## src/rtl/core/nrp_pkg.sv

```systemverilog
package nrp_pkg;

   localparam logic [2:0] HEADER_LEN  = 3'd6;
   localparam logic [2:0] POS_SAT     = 3'd7;
   localparam logic [2:0] COMMA_SAT   = 3'd7;
   localparam logic [2:0] LAT_COMMA   = 3'd2;
   localparam logic [2:0] LON_COMMA   = 3'd4;
   localparam logic [3:0] LAT_LEN     = 4'd9;
   localparam logic [3:0] LON_LEN     = 4'd10;
   localparam logic [3:0] LAT_DEG_END = 4'd2;
   localparam logic [3:0] LON_DEG_END = 4'd3;

   localparam logic [7:0] CHAR_COMMA   = 8'h2C;
   localparam logic [7:0] CHAR_NEWLINE = 8'h0A;
   localparam logic [7:0] CHAR_ZERO    = 8'h30;
   localparam logic [7:0] CHAR_NINE    = 8'h39;

   localparam logic [11:0] SEC_PER_DEG = 12'd3600;
   localparam logic [5:0]  SEC_PER_MIN = 6'd60;
   // floor(frac*60/10000) == (frac*FRAC_RECIP) >> 24 for frac < 10000
   localparam logic [16:0] FRAC_RECIP  = 17'd100665;

   localparam int LAT_W = 19;
   localparam int LON_W = 22;

   typedef enum logic [1:0] {
      WIN_NONE,
      WIN_LAT,
      WIN_LON
   } win_kind_type;

   typedef struct packed {
      logic [7:0] char_byte;
      logic       last_char;
   } req_item_type;

   typedef struct packed {
      logic             header_matched;
      logic             aborted;
      logic             lat_valid;
      logic [LAT_W-1:0] lat_arcsec;
      logic             lon_valid;
      logic [LON_W-1:0] lon_arcsec;
   } rsp_item_type;

   typedef struct packed {
      logic        ok;
      logic [9:0]  deg;
      logic [6:0]  min;
      logic [13:0] frac;
   } coord_raw_type;

   typedef struct packed {
      logic        ok;
      logic [21:0] deg_sec;
      logic [12:0] min_sec;
      logic [6:0]  frac_sec;
   } coord_prod_type;

   function automatic logic [7:0] header_char(input logic [2:0] pos);
      logic [7:0] ch;
      case (pos)
         3'd0: ch = 8'h24;   // $
         3'd1: ch = 8'h47;   // G
         3'd2: ch = 8'h50;   // P
         3'd3: ch = 8'h52;   // R
         3'd4: ch = 8'h4D;   // M
         3'd5: ch = 8'h43;   // C
         default: ch = 8'h00;
      endcase
      return ch;
   endfunction

endpackage

```

## src/rtl/core/nrp_if.sv

```systemverilog
interface nrp_req_if;
   import nrp_pkg::*;

   logic         valid;
   logic         ready;
   req_item_type data;

   modport source (output valid, output data, input ready);
   modport sink (input valid, input data, output ready);
endinterface

interface nrp_rsp_if;
   import nrp_pkg::*;

   logic         valid;
   logic         ready;
   rsp_item_type data;

   modport source (output valid, output data, input ready);
   modport sink (input valid, input data, output ready);
endinterface

```

## src/rtl/core/nmea_rmc_position_parser.sv

```systemverilog
// Streaming $GPRMC position parser. One character is taken per clock unless input is
// held off; the item with last_char set closes the string and produces exactly one
// result, which passes through the a and b stage registers to the output register.
// Parser state updates per accepted character; the arc-second conversion runs in two
// registered steps behind it (constant multiplies, then the sum). The only thing that
// holds off input is a result sitting unread in the output register: req_ch.ready
// follows rsp_ch.ready whenever that register is full, otherwise it stays high.
module nmea_rmc_position_parser (
   input logic        clock,
   input logic        reset,
   nrp_req_if.sink    req_ch,
   nrp_rsp_if.source  rsp_ch
);
   import nrp_pkg::*;

   // parser state
   logic [2:0]    pos_ff, pos_in;
   logic          header_ok_ff, header_ok_in;
   logic [2:0]    comma_ff, comma_in;
   logic [3:0]    offset_ff, offset_in;
   win_kind_type  kind_ff, kind_in;
   logic [9:0]    deg_ff, deg_in;
   logic [6:0]    min_ff, min_in;
   logic [13:0]   frac_ff, frac_in;
   logic          bad_ff, bad_in;
   coord_raw_type lat_ff, lat_in;
   coord_raw_type lon_ff, lon_in;
   logic          newline_ff, newline_in;
   logic          abort_ff, abort_in;

   // result pipeline
   logic           a_valid_ff, a_hdr_ff, a_abort_ff;
   coord_raw_type  a_lat_ff, a_lon_ff;
   logic           b_valid_ff, b_hdr_ff, b_abort_ff;
   coord_prod_type b_lat_ff, b_lon_ff;
   logic           rsp_valid_ff;
   rsp_item_type   rsp_data_ff;

   logic          advance, accept, closing;
   logic          matched, abort_out;
   logic [7:0]    c;
   logic          is_digit;
   logic [3:0]    d;
   logic          is_lat;
   logic [3:0]    win_len, deg_end, off;

   coord_raw_type  a_lat_in, a_lon_in;
   coord_prod_type b_lat_in, b_lon_in;
   rsp_item_type   rsp_data_in;
   logic [LAT_W-1:0] lat_sum;
   logic [LON_W-1:0] lon_sum;

   assign advance      = !rsp_valid_ff || rsp_ch.ready;
   assign req_ch.ready = advance;
   assign accept       = req_ch.valid && advance;
   assign closing      = accept && req_ch.data.last_char;

   assign c        = req_ch.data.char_byte;
   assign is_digit = (c >= CHAR_ZERO) && (c <= CHAR_NINE);
   assign d        = is_digit ? c[3:0] : 4'd0;

   always_comb begin
      pos_in       = (pos_ff == POS_SAT) ? pos_ff : pos_ff + 3'd1;
      header_ok_in = header_ok_ff;
      comma_in     = comma_ff;
      offset_in    = offset_ff;
      kind_in      = kind_ff;
      deg_in       = deg_ff;
      min_in       = min_ff;
      frac_in      = frac_ff;
      bad_in       = bad_ff;
      lat_in       = lat_ff;
      lon_in       = lon_ff;
      newline_in   = newline_ff;
      abort_in     = abort_ff;
      is_lat       = (kind_ff == WIN_LAT);
      win_len      = is_lat ? LAT_LEN : LON_LEN;
      deg_end      = is_lat ? LAT_DEG_END : LON_DEG_END;
      off          = offset_ff + 4'd1;

      if (pos_ff < HEADER_LEN && c != header_char(pos_ff)) begin
         header_ok_in = 1'b0;
      end

      if (header_ok_in && !newline_ff && !abort_ff) begin
         if (kind_ff == WIN_LAT || kind_ff == WIN_LON) begin
            offset_in = off;
            if (off == 4'd1 && c == CHAR_COMMA) begin
               // empty coordinate field
               abort_in = 1'b1;
               kind_in  = WIN_NONE;
            end else begin
               // the decimal point position is skipped
               if (off != deg_end + 4'd3) begin
                  if (!is_digit) begin
                     bad_in = 1'b1;
                  end else if (off <= deg_end) begin
                     deg_in = 10'(deg_ff * 10'd10 + 10'(d));
                  end else if (off <= deg_end + 4'd2) begin
                     min_in = 7'(min_ff * 7'd10 + 7'(d));
                  end else begin
                     frac_in = 14'(frac_ff * 14'd10 + 14'(d));
                  end
               end
               if (off >= win_len) begin
                  if (is_lat) begin
                     lat_in = '{ok: !bad_in, deg: deg_in, min: min_in, frac: frac_in};
                  end else begin
                     lon_in = '{ok: !bad_in, deg: deg_in, min: min_in, frac: frac_in};
                  end
                  kind_in   = WIN_NONE;
                  offset_in = 4'd0;
               end
            end
         end else if (c == CHAR_NEWLINE) begin
            newline_in = 1'b1;
         end else if (c == CHAR_COMMA) begin
            if (comma_ff == LAT_COMMA || comma_ff == LON_COMMA) begin
               kind_in   = (comma_ff == LAT_COMMA) ? WIN_LAT : WIN_LON;
               offset_in = 4'd0;
               deg_in    = '0;
               min_in    = '0;
               frac_in   = '0;
               bad_in    = 1'b0;
            end
            if (comma_ff != COMMA_SAT) begin
               comma_in = comma_ff + 3'd1;
            end
         end
      end
   end

   // result at end of string; a still-open window means it was cut off
   always_comb begin
      matched   = header_ok_in && (pos_in == POS_SAT);
      abort_out = abort_in || kind_in == WIN_LAT || kind_in == WIN_LON;
      a_lat_in  = lat_in;
      a_lon_in  = lon_in;
      a_lat_in.ok = matched && !abort_out && lat_in.ok;
      a_lon_in.ok = matched && !abort_out && lon_in.ok;
   end

   always_ff @(posedge clock) begin
      if (reset || closing) begin
         pos_ff       <= '0;
         header_ok_ff <= 1'b1;
         comma_ff     <= '0;
         offset_ff    <= '0;
         kind_ff      <= WIN_NONE;
         deg_ff       <= '0;
         min_ff       <= '0;
         frac_ff      <= '0;
         bad_ff       <= 1'b0;
         lat_ff       <= '0;
         lon_ff       <= '0;
         newline_ff   <= 1'b0;
         abort_ff     <= 1'b0;
      end else if (accept) begin
         pos_ff       <= pos_in;
         header_ok_ff <= header_ok_in;
         comma_ff     <= comma_in;
         offset_ff    <= offset_in;
         kind_ff      <= kind_in;
         deg_ff       <= deg_in;
         min_ff       <= min_in;
         frac_ff      <= frac_in;
         bad_ff       <= bad_in;
         lat_ff       <= lat_in;
         lon_ff       <= lon_in;
         newline_ff   <= newline_in;
         abort_ff     <= abort_in;
      end
   end

   // constant multiplies
   always_comb begin
      b_lat_in.ok       = a_lat_ff.ok;
      b_lat_in.deg_sec  = 22'(a_lat_ff.deg) * 22'(SEC_PER_DEG);
      b_lat_in.min_sec  = 13'(a_lat_ff.min) * 13'(SEC_PER_MIN);
      b_lat_in.frac_sec = 7'((31'(a_lat_ff.frac) * 31'(FRAC_RECIP)) >> 24);
      b_lon_in.ok       = a_lon_ff.ok;
      b_lon_in.deg_sec  = 22'(a_lon_ff.deg) * 22'(SEC_PER_DEG);
      b_lon_in.min_sec  = 13'(a_lon_ff.min) * 13'(SEC_PER_MIN);
      b_lon_in.frac_sec = 7'((31'(a_lon_ff.frac) * 31'(FRAC_RECIP)) >> 24);
   end

   always_comb begin
      lat_sum = LAT_W'(b_lat_ff.deg_sec + 22'(b_lat_ff.min_sec) + 22'(b_lat_ff.frac_sec));
      lon_sum = LON_W'(b_lon_ff.deg_sec + 22'(b_lon_ff.min_sec) + 22'(b_lon_ff.frac_sec));
      rsp_data_in.header_matched = b_hdr_ff;
      rsp_data_in.aborted        = b_abort_ff;
      rsp_data_in.lat_valid      = b_lat_ff.ok;
      rsp_data_in.lat_arcsec     = b_lat_ff.ok ? lat_sum : '0;
      rsp_data_in.lon_valid      = b_lon_ff.ok;
      rsp_data_in.lon_arcsec     = b_lon_ff.ok ? lon_sum : '0;
   end

   always_ff @(posedge clock) begin
      if (reset) begin
         a_valid_ff   <= 1'b0;
         b_valid_ff   <= 1'b0;
         rsp_valid_ff <= 1'b0;
      end else if (advance) begin
         a_valid_ff   <= closing;
         b_valid_ff   <= a_valid_ff;
         rsp_valid_ff <= b_valid_ff;
      end
   end

   always_ff @(posedge clock) begin
      if (advance) begin
         a_hdr_ff    <= matched;
         a_abort_ff  <= matched && abort_out;
         a_lat_ff    <= a_lat_in;
         a_lon_ff    <= a_lon_in;
         b_hdr_ff    <= a_hdr_ff;
         b_abort_ff  <= a_abort_ff;
         b_lat_ff    <= b_lat_in;
         b_lon_ff    <= b_lon_in;
         rsp_data_ff <= rsp_data_in;
      end
   end

   assign rsp_ch.valid = rsp_valid_ff;
   assign rsp_ch.data  = rsp_data_ff;

endmodule

```

## src/flat_wrapper.sv

```systemverilog
// flat-port wrapper written by rule: the top's interface ports become plain ports
module nmea_rmc_position_parser_flat import nrp_pkg::*;
  (clock, reset, req_ch_valid, req_ch_data, req_ch_ready, rsp_ch_valid, rsp_ch_data, rsp_ch_ready);
  nrp_req_if req_ch_i ();
  nrp_rsp_if rsp_ch_i ();
  input logic clock;
  input logic reset;
  input wire logic [$bits(req_ch_i.valid)-1:0] req_ch_valid;
  input wire logic [$bits(req_ch_i.data)-1:0] req_ch_data;
  output wire logic [$bits(req_ch_i.ready)-1:0] req_ch_ready;
  output wire logic [$bits(rsp_ch_i.valid)-1:0] rsp_ch_valid;
  output wire logic [$bits(rsp_ch_i.data)-1:0] rsp_ch_data;
  input wire logic [$bits(rsp_ch_i.ready)-1:0] rsp_ch_ready;
  assign req_ch_i.valid = req_ch_valid;
  assign req_ch_i.data = req_ch_data;
  assign req_ch_ready = req_ch_i.ready;
  assign rsp_ch_valid = rsp_ch_i.valid;
  assign rsp_ch_data = rsp_ch_i.data;
  assign rsp_ch_i.ready = rsp_ch_ready;
  nmea_rmc_position_parser u_core (.clock(clock), .reset(reset), .req_ch(req_ch_i), .rsp_ch(rsp_ch_i));
endmodule
```

## config.mk

```make
export PLATFORM = sky130hd
export DESIGN_NAME = nmea_rmc_position_parser_flat
export DESIGN_NICKNAME = d
export VERILOG_FILES = /design/src/rtl/core/nrp_pkg.sv /design/src/rtl/core/nrp_if.sv /design/src/rtl/core/nmea_rmc_position_parser.sv /design/src/flat_wrapper.sv
export SDC_FILE = /design/constraint.sdc
export NUM_CORES = 1
export LEC_CHECK = 0
export BUFFER_PORTS_ARGS = -buffer_cell sky130_fd_sc_hd__buf_2
export CAP_MARGIN = 20
export CORE_ASPECT_RATIO = 1.5
export CORE_MARGIN = 3
export CORE_UTILIZATION = 40
export DETAILED_ROUTE_END_ITERATION = 10
export GPL_ROUTABILITY_DRIVEN = 1
export MAX_ROUTING_LAYER = met4
export PLACE_DENSITY = 0.67
export SLEW_MARGIN = 40
export SYNTH_ARGS = -nofsm -noshare
export SYNTH_HDL_FRONTEND = slang
export SYNTH_SLANG_ARGS = --single-unit
```

## constraint.sdc

```tcl
create_clock -name clock -period 8.5 [get_ports clock]
set_input_delay 0.425 -clock clock [delete_from_list [all_inputs] [get_ports clock]]
set_output_delay 0.425 -clock clock [all_outputs]
set_load 0.1 [all_outputs]
```

# [Yosys cells after proc, flatten, opt, wreduce, memory -nomap -nowiden]
# Cells that the tools add are included.
[classes] mux=69 bitwise_logic=2 magnitude_cmp=6 n_mul=9 n_reduce_logical=30 eq_ne=21 n_addsub=12
[op_table] cell="2-to-1 mux 32 bit" n=10
[op_table] cell="2-to-1 mux 14 bit" n=9
[op_table] cell="2-to-1 mux 10 bit" n=8
[op_table] cell="2-to-1 mux 7 bit" n=9
[op_table] cell="multiplier 14 x 17 -> 31 bit, second input constant" n=2
[op_table] cell="case mux 7 bit (6 select lines)" n=1
[op_table] cell="2-to-1 mux 4 bit" n=7
[op_table] cell="adder 22 x 13 -> 22 bit" n=1
[op_table] cell="adder 22 x 7 -> 22 bit" n=1
[op_table] cell="multiplier 7 x 4 -> 11 bit, second input constant" n=2
[op_table] cell="adder 19 x 13 -> 19 bit" n=1
[op_table] cell="adder 19 x 7 -> 19 bit" n=1
[op_table] cell="multiplier 10 x 8 -> 18 bit, second input constant" n=1
[op_table] cell="2-to-1 mux 2 bit" n=9
[op_table] cell="== test 3 bit, second input constant" n=5
[op_table] cell="multiplier 10 x 8 -> 15 bit, second input constant" n=1
[op_table] cell="2-to-1 mux 1 bit" n=15
[op_table] cell="adder 14 x 4 -> 14 bit" n=1
[op_table] cell="multiplier 14 x 3 -> 13 bit, second input constant" n=1
[op_table] cell="logical AND 1 bit" n=12
[op_table] cell="AND reduction 6 bit" n=2
[op_table] cell="adder 10 x 4 -> 10 bit" n=1
[op_table] cell="multiplier 10 x 3 -> 9 bit, second input constant" n=1
[op_table] cell="== test 3 x 2 -> 1 bit, second input constant" n=3
[op_table] cell="29 further kinds" n=45
[word_totals] register_bits=298 elab_cells=197 input_bits=13 out_inout_bits=47

# [Depth between registers and ports, before layout]
[depth] depth_word=15 depth_mapped=21 mapped_depth_nobuf=21

# [Worst setup path after synthesis]
# No wires, ideal clock.
[synth_path] kind="reg2reg" startpoint="reg u_core.rsp_valid_ff, in the netlist u_core.rsp_ch.valid" endpoint="reg u_core.deg_ff[6]" n_path_buf=3 t_arrival_ns=6.897 required_ns=8.383 path_slack_ns=1.485 setup_ns=0.117 stages_incl_launch_ff=10 synth_period_minus_slack_ns=7.015 path_cell_list="dfxtp_1 > nor2b_1 > inv_1 > and2_1 > clkbuf_1 > nand4_1 > or2_1 > buf_6 > clkbuf_1 > a32o_1"
[synth_between] elab_chain_cells=5 elab_cells_between_ends=6 cone_classes="reduce/logical: 6"
[synth_rtl] item="start: declaration" line="nmea_rmc_position_parser.sv:36" rtl="logic rsp_valid_ff;"
[synth_rtl] item="start signal: assignment" line="nmea_rmc_position_parser.sv:206" rtl="rsp_valid_ff <= b_valid_ff;"
[synth_rtl] item="logical NOT 1 bit (*)" line="nmea_rmc_position_parser.sv:53" rtl="assign advance = !rsp_valid_ff || rsp_ch.ready;"
[synth_rtl] item="logical OR 1 bit (*)" line="nmea_rmc_position_parser.sv:53"
[synth_rtl] item="named net req_ch_ready" line="flat_wrapper.sv:10" rtl="output wire logic [$bits(req_ch_i.ready)-1:0] req_ch_ready;"
[synth_rtl] item="logical AND 1 bit (*)" line="nmea_rmc_position_parser.sv:55" rtl="assign accept = req_ch.valid && advance;"
[synth_rtl] item="parallel branches: the longest is 2 deep, another holds AND reduction 6 bit"
[synth_rtl] item="end signal: assignment" line="nmea_rmc_position_parser.sv:164" rtl="deg_ff <= deg_in;"
[synth_rtl] item="end: declaration" line="nmea_rmc_position_parser.sv:22" rtl="logic [9:0] deg_ff, deg_in;"
# Mark *: on every way through the listed nets, which the timed path passes.
# A chain may end at the register's enable or synchronous reset.

==> impl_results.md <==
* Worst min path class: in -> reg
* Critical path class: reg -> reg
* Root buf cell: clkbuf_16
* #FFs+latches synth at 298
* Vias at 16200
* Clock-pin slew on the worst setup and hold paths at 0.07 ns
* Pwr Density at 121 nW/um^2
* Outcome: finished clean
* Worst EP required at 8.82 ns
* CTS tree: yes
* Pin count of the biggest net entering global routing at 112
* Post-synth ARST share at 0
* Slowest cell on crit path: fa_1
* WL/cell at 16.1 um
* DRC violations left at 0
* Core area at 60100 um^2
* Crit. End Element: register
* CP max stage delay at 0.57 ns
* CP Launch Type: register
* RSZ-0062 raised after global routing: false
* Peak VDD IR at 0.150 mV
* Die Y-Extent at 308 um
* I/O pins at 60
* Fmax at 0.169 GHz
* Largest fanout on the critical path at 6
* Initial Utilization at 0.404
* Final #Nets at 2950
* GR Overflow Total at 0
* H-tree Lvls at 1
* Final ANT Viol Nets at 0
* Post-Route WL at 50.5 mm
* Hold Slack at 0.0849 ns
* Initial antenna violation count at 0
* Std-Cell Rows at 110
* Die area at 63900 um^2
* CTS Hold Bufs at 0
* Layout cells sized above 1 at 0.0734
* Post-Syn Area per Cell at 10.6 um^2
* Netlist cell types at 82
* Yosys warns at 0
* Longest Clk Path Bufs at 3
* Commonest non-fill, non-tap cell in the layout: ha_1
* Final min period at 5.93 ns
* Ordered list of cells on the worst path: fa_1, inv_1, fa_1, inv_1, fa_1, inv_1, fa_1, inv_1, fa_1, inv_1, fa_1, inv_1, ha_1, a21oi_1, o21ai_0, a22oi_1, a21oi_1, o41ai_1, nor2b_1, a31oi_1, xnor2_1
* Final setup viols at 0
* Via-per-instance ratio at 5.17
* Total power at 3.22 mW
* Final Wtd Congestion at 0.897
* Final Cycle Share at 0.698
* TritonRoute pass-1 iters at 7
* Post-Synthesis Cells at 2287
* I/O Buffers at 59
* # Post-CTS Setup Buffers at 0
* Setup TNS at 0 ns
* Mapped Area at 24300 um^2
* Skew-Pair Late Insertion Delay at 0.57 ns
* Vias in the first global route at 17100
* First-pass GRT wire length at 85.2 mm
* Synth-to-Final Area Change at 9.27%
* Commonest non-fill, non-tap cells in the layout: ha_1, inv_1, nand2_1
* Die width at 207 um
* P_leak at 13.5 nW
* Tot GR Track Use at 0.165
* Inserted Clock Buffers at 30
* N_diodes at 0
* Tightest Pin Transition at 0.816 ns
* Max_cap viols at 0
* Mapped Nets at 2902
* Post-CTS sizing at 0
* Max-slew headroom at 0.440
* Clock skew at 0.0215 ns
* Pins Over Slew Limit at 0
* Sequential share of the synthesized area at 0.321
* Worst Path Arrival at 6.25 ns
* Drt initial violations at 625
* Post-detail-place hpwl at 39.8 mm
* Final Hold Violating Endpoints at 0
* Main synth FF type: edfxtp_1
* # clock sinks at 298
* EDFF count, synth at 184
-- cell families (layout without fill, tap and decap cells) --
family          count (synthesis)  in the layout  synth area share
fa+ha+maj                     602            602             0.359
simple gates                  526            526             0.106
compound gates                375            375            0.0987
buf+inv                       316            387            0.0510
flops                         298            298             0.321
xor+xnor                      133            133            0.0482
mux                            37             37            0.0159
-- worst paths after layout --
check / slack [ns] / from / cells past startpoint / endpoint
setup / recovery: 2.57 / u_core.a_lon_ff[11] / 21 / u_core.b_lon_ff[6]
hold / removal: 0.08 / reset / 2 / u_core.rsp_ch.valid
setup reg to reg: 2.57 / u_core.a_lon_ff[11] / 21 / u_core.b_lon_ff[6]
hold reg to reg: 0.42 / u_core.a_lat_ff[31] / 0 / u_core.b_lat_ff[42]
-- Yosys cell counts, types with 4 or more instances --
library cell,number,area share
a2111oi_0,5,0.0018
nor4_1,6,0.0015
xor2_1,42,0.015
o21a_1,7,0.0022
nor3_1,26,0.0054
and3_1,13,0.0033
nor2_1,102,0.016
nand4_1,13,0.0033
buf_1,4,0.00062
nand4b_1,4,0.0014
a21oi_1,139,0.029
a32o_1,8,0.0033
a22oi_1,8,0.0025
a21o_1,24,0.0074
and2_1,43,0.011
nor2b_1,11,0.0028
or3_1,25,0.0064
dfxtp_1,114,0.094
nand3_1,33,0.0068
nand2_1,199,0.031
or2_2,8,0.0021
xnor2_1,90,0.032
nor4b_1,4,0.0014
clkbuf_1,42,0.0065
o21ai_0,67,0.014
o211ai_1,9,0.0028
a31oi_1,13,0.0033
buf_6,4,0.0019
nand2b_1,9,0.0023
o21bai_1,20,0.0062
o31ai_1,9,0.0028
a211oi_1,33,0.010
edfxtp_1,184,0.23
buf_2,5,0.0010
o41ai_1,4,0.0014
inv_1,258,0.040
mux2_2,14,0.0065
ha_1,441,0.23
mux2i_1,23,0.0095
nand3b_1,6,0.0019
fa_1,161,0.13
-- where the power goes --
part	switching, mW	leakage (nW)	internal [mW]	total, mW
logic	0.160	9.85	0.0865	0.246
clock network	0.577	0.507	0.825	1.40
registers	0.0215	3.16	1.55	1.57
total	0.758	13.5	2.46	3.22
-- per-stage QoR --
stage           util  instance area (um^2)  setup WS (ns)  cells
2_1_floorplan      -                 24300           1.49   2287
3_3_place_gp   0.423                 25500           2.60   3085
3_5_place_dp   0.424                 25500           2.58   3086
4_1_cts        0.441                 26500           2.56   3141
5_1_grt        0.442                 26600           2.24   3142
6_report       0.442                 26600           2.57   3142
-- flip-flops by register name, summed over array words and instances (netlist names), 2 cells and up, named ones only --
register,count
u_core.rsp_ch.data,45
u_core.b_lon_ff,37
u_core.b_lat_ff,34
u_core.a_lat_ff,32
u_core.a_lon_ff,32
u_core.lat_ff,32
u_core.lon_ff,32
u_core.frac_ff,14
u_core.deg_ff,10
u_core.min_ff,7
u_core.offset_ff,4
u_core.comma_ff,3
u_core.kind_ff,2
u_core.pos_ff,2
-- per-layer routing --
layer  part of all wire  GRT usage  vias to the layer above
met1               0.38      0.177                     7825
met5                  0          -                        -
li1                   -          -                     8061
met4              0.036     0.0548                        0
met2               0.55      0.317                      267
met3              0.032     0.0159                       89
-- final cells by class --
cell class                      instances  area [um^2]
Inverter                              258          976
Tap cell                              784          981
Timing Repair Buffer                   74          435
Clock inverter                         20          220
Sequential cell                       298         7810
Multi-Input combinational cell       1673        15300
Fill cell                            5534        33600
Clock buffer                           35          833
-- critical path: cells and delay by family (launching register included) --
kind            cells  cell delay, ns
xor+xnor            1            0.09
fa+ha+maj           7            3.29
simple gates        1            0.14
buf+inv             6            0.33
flops               1            0.51
compound gates      6            1.31
Power figures use the tool's default switching activity.
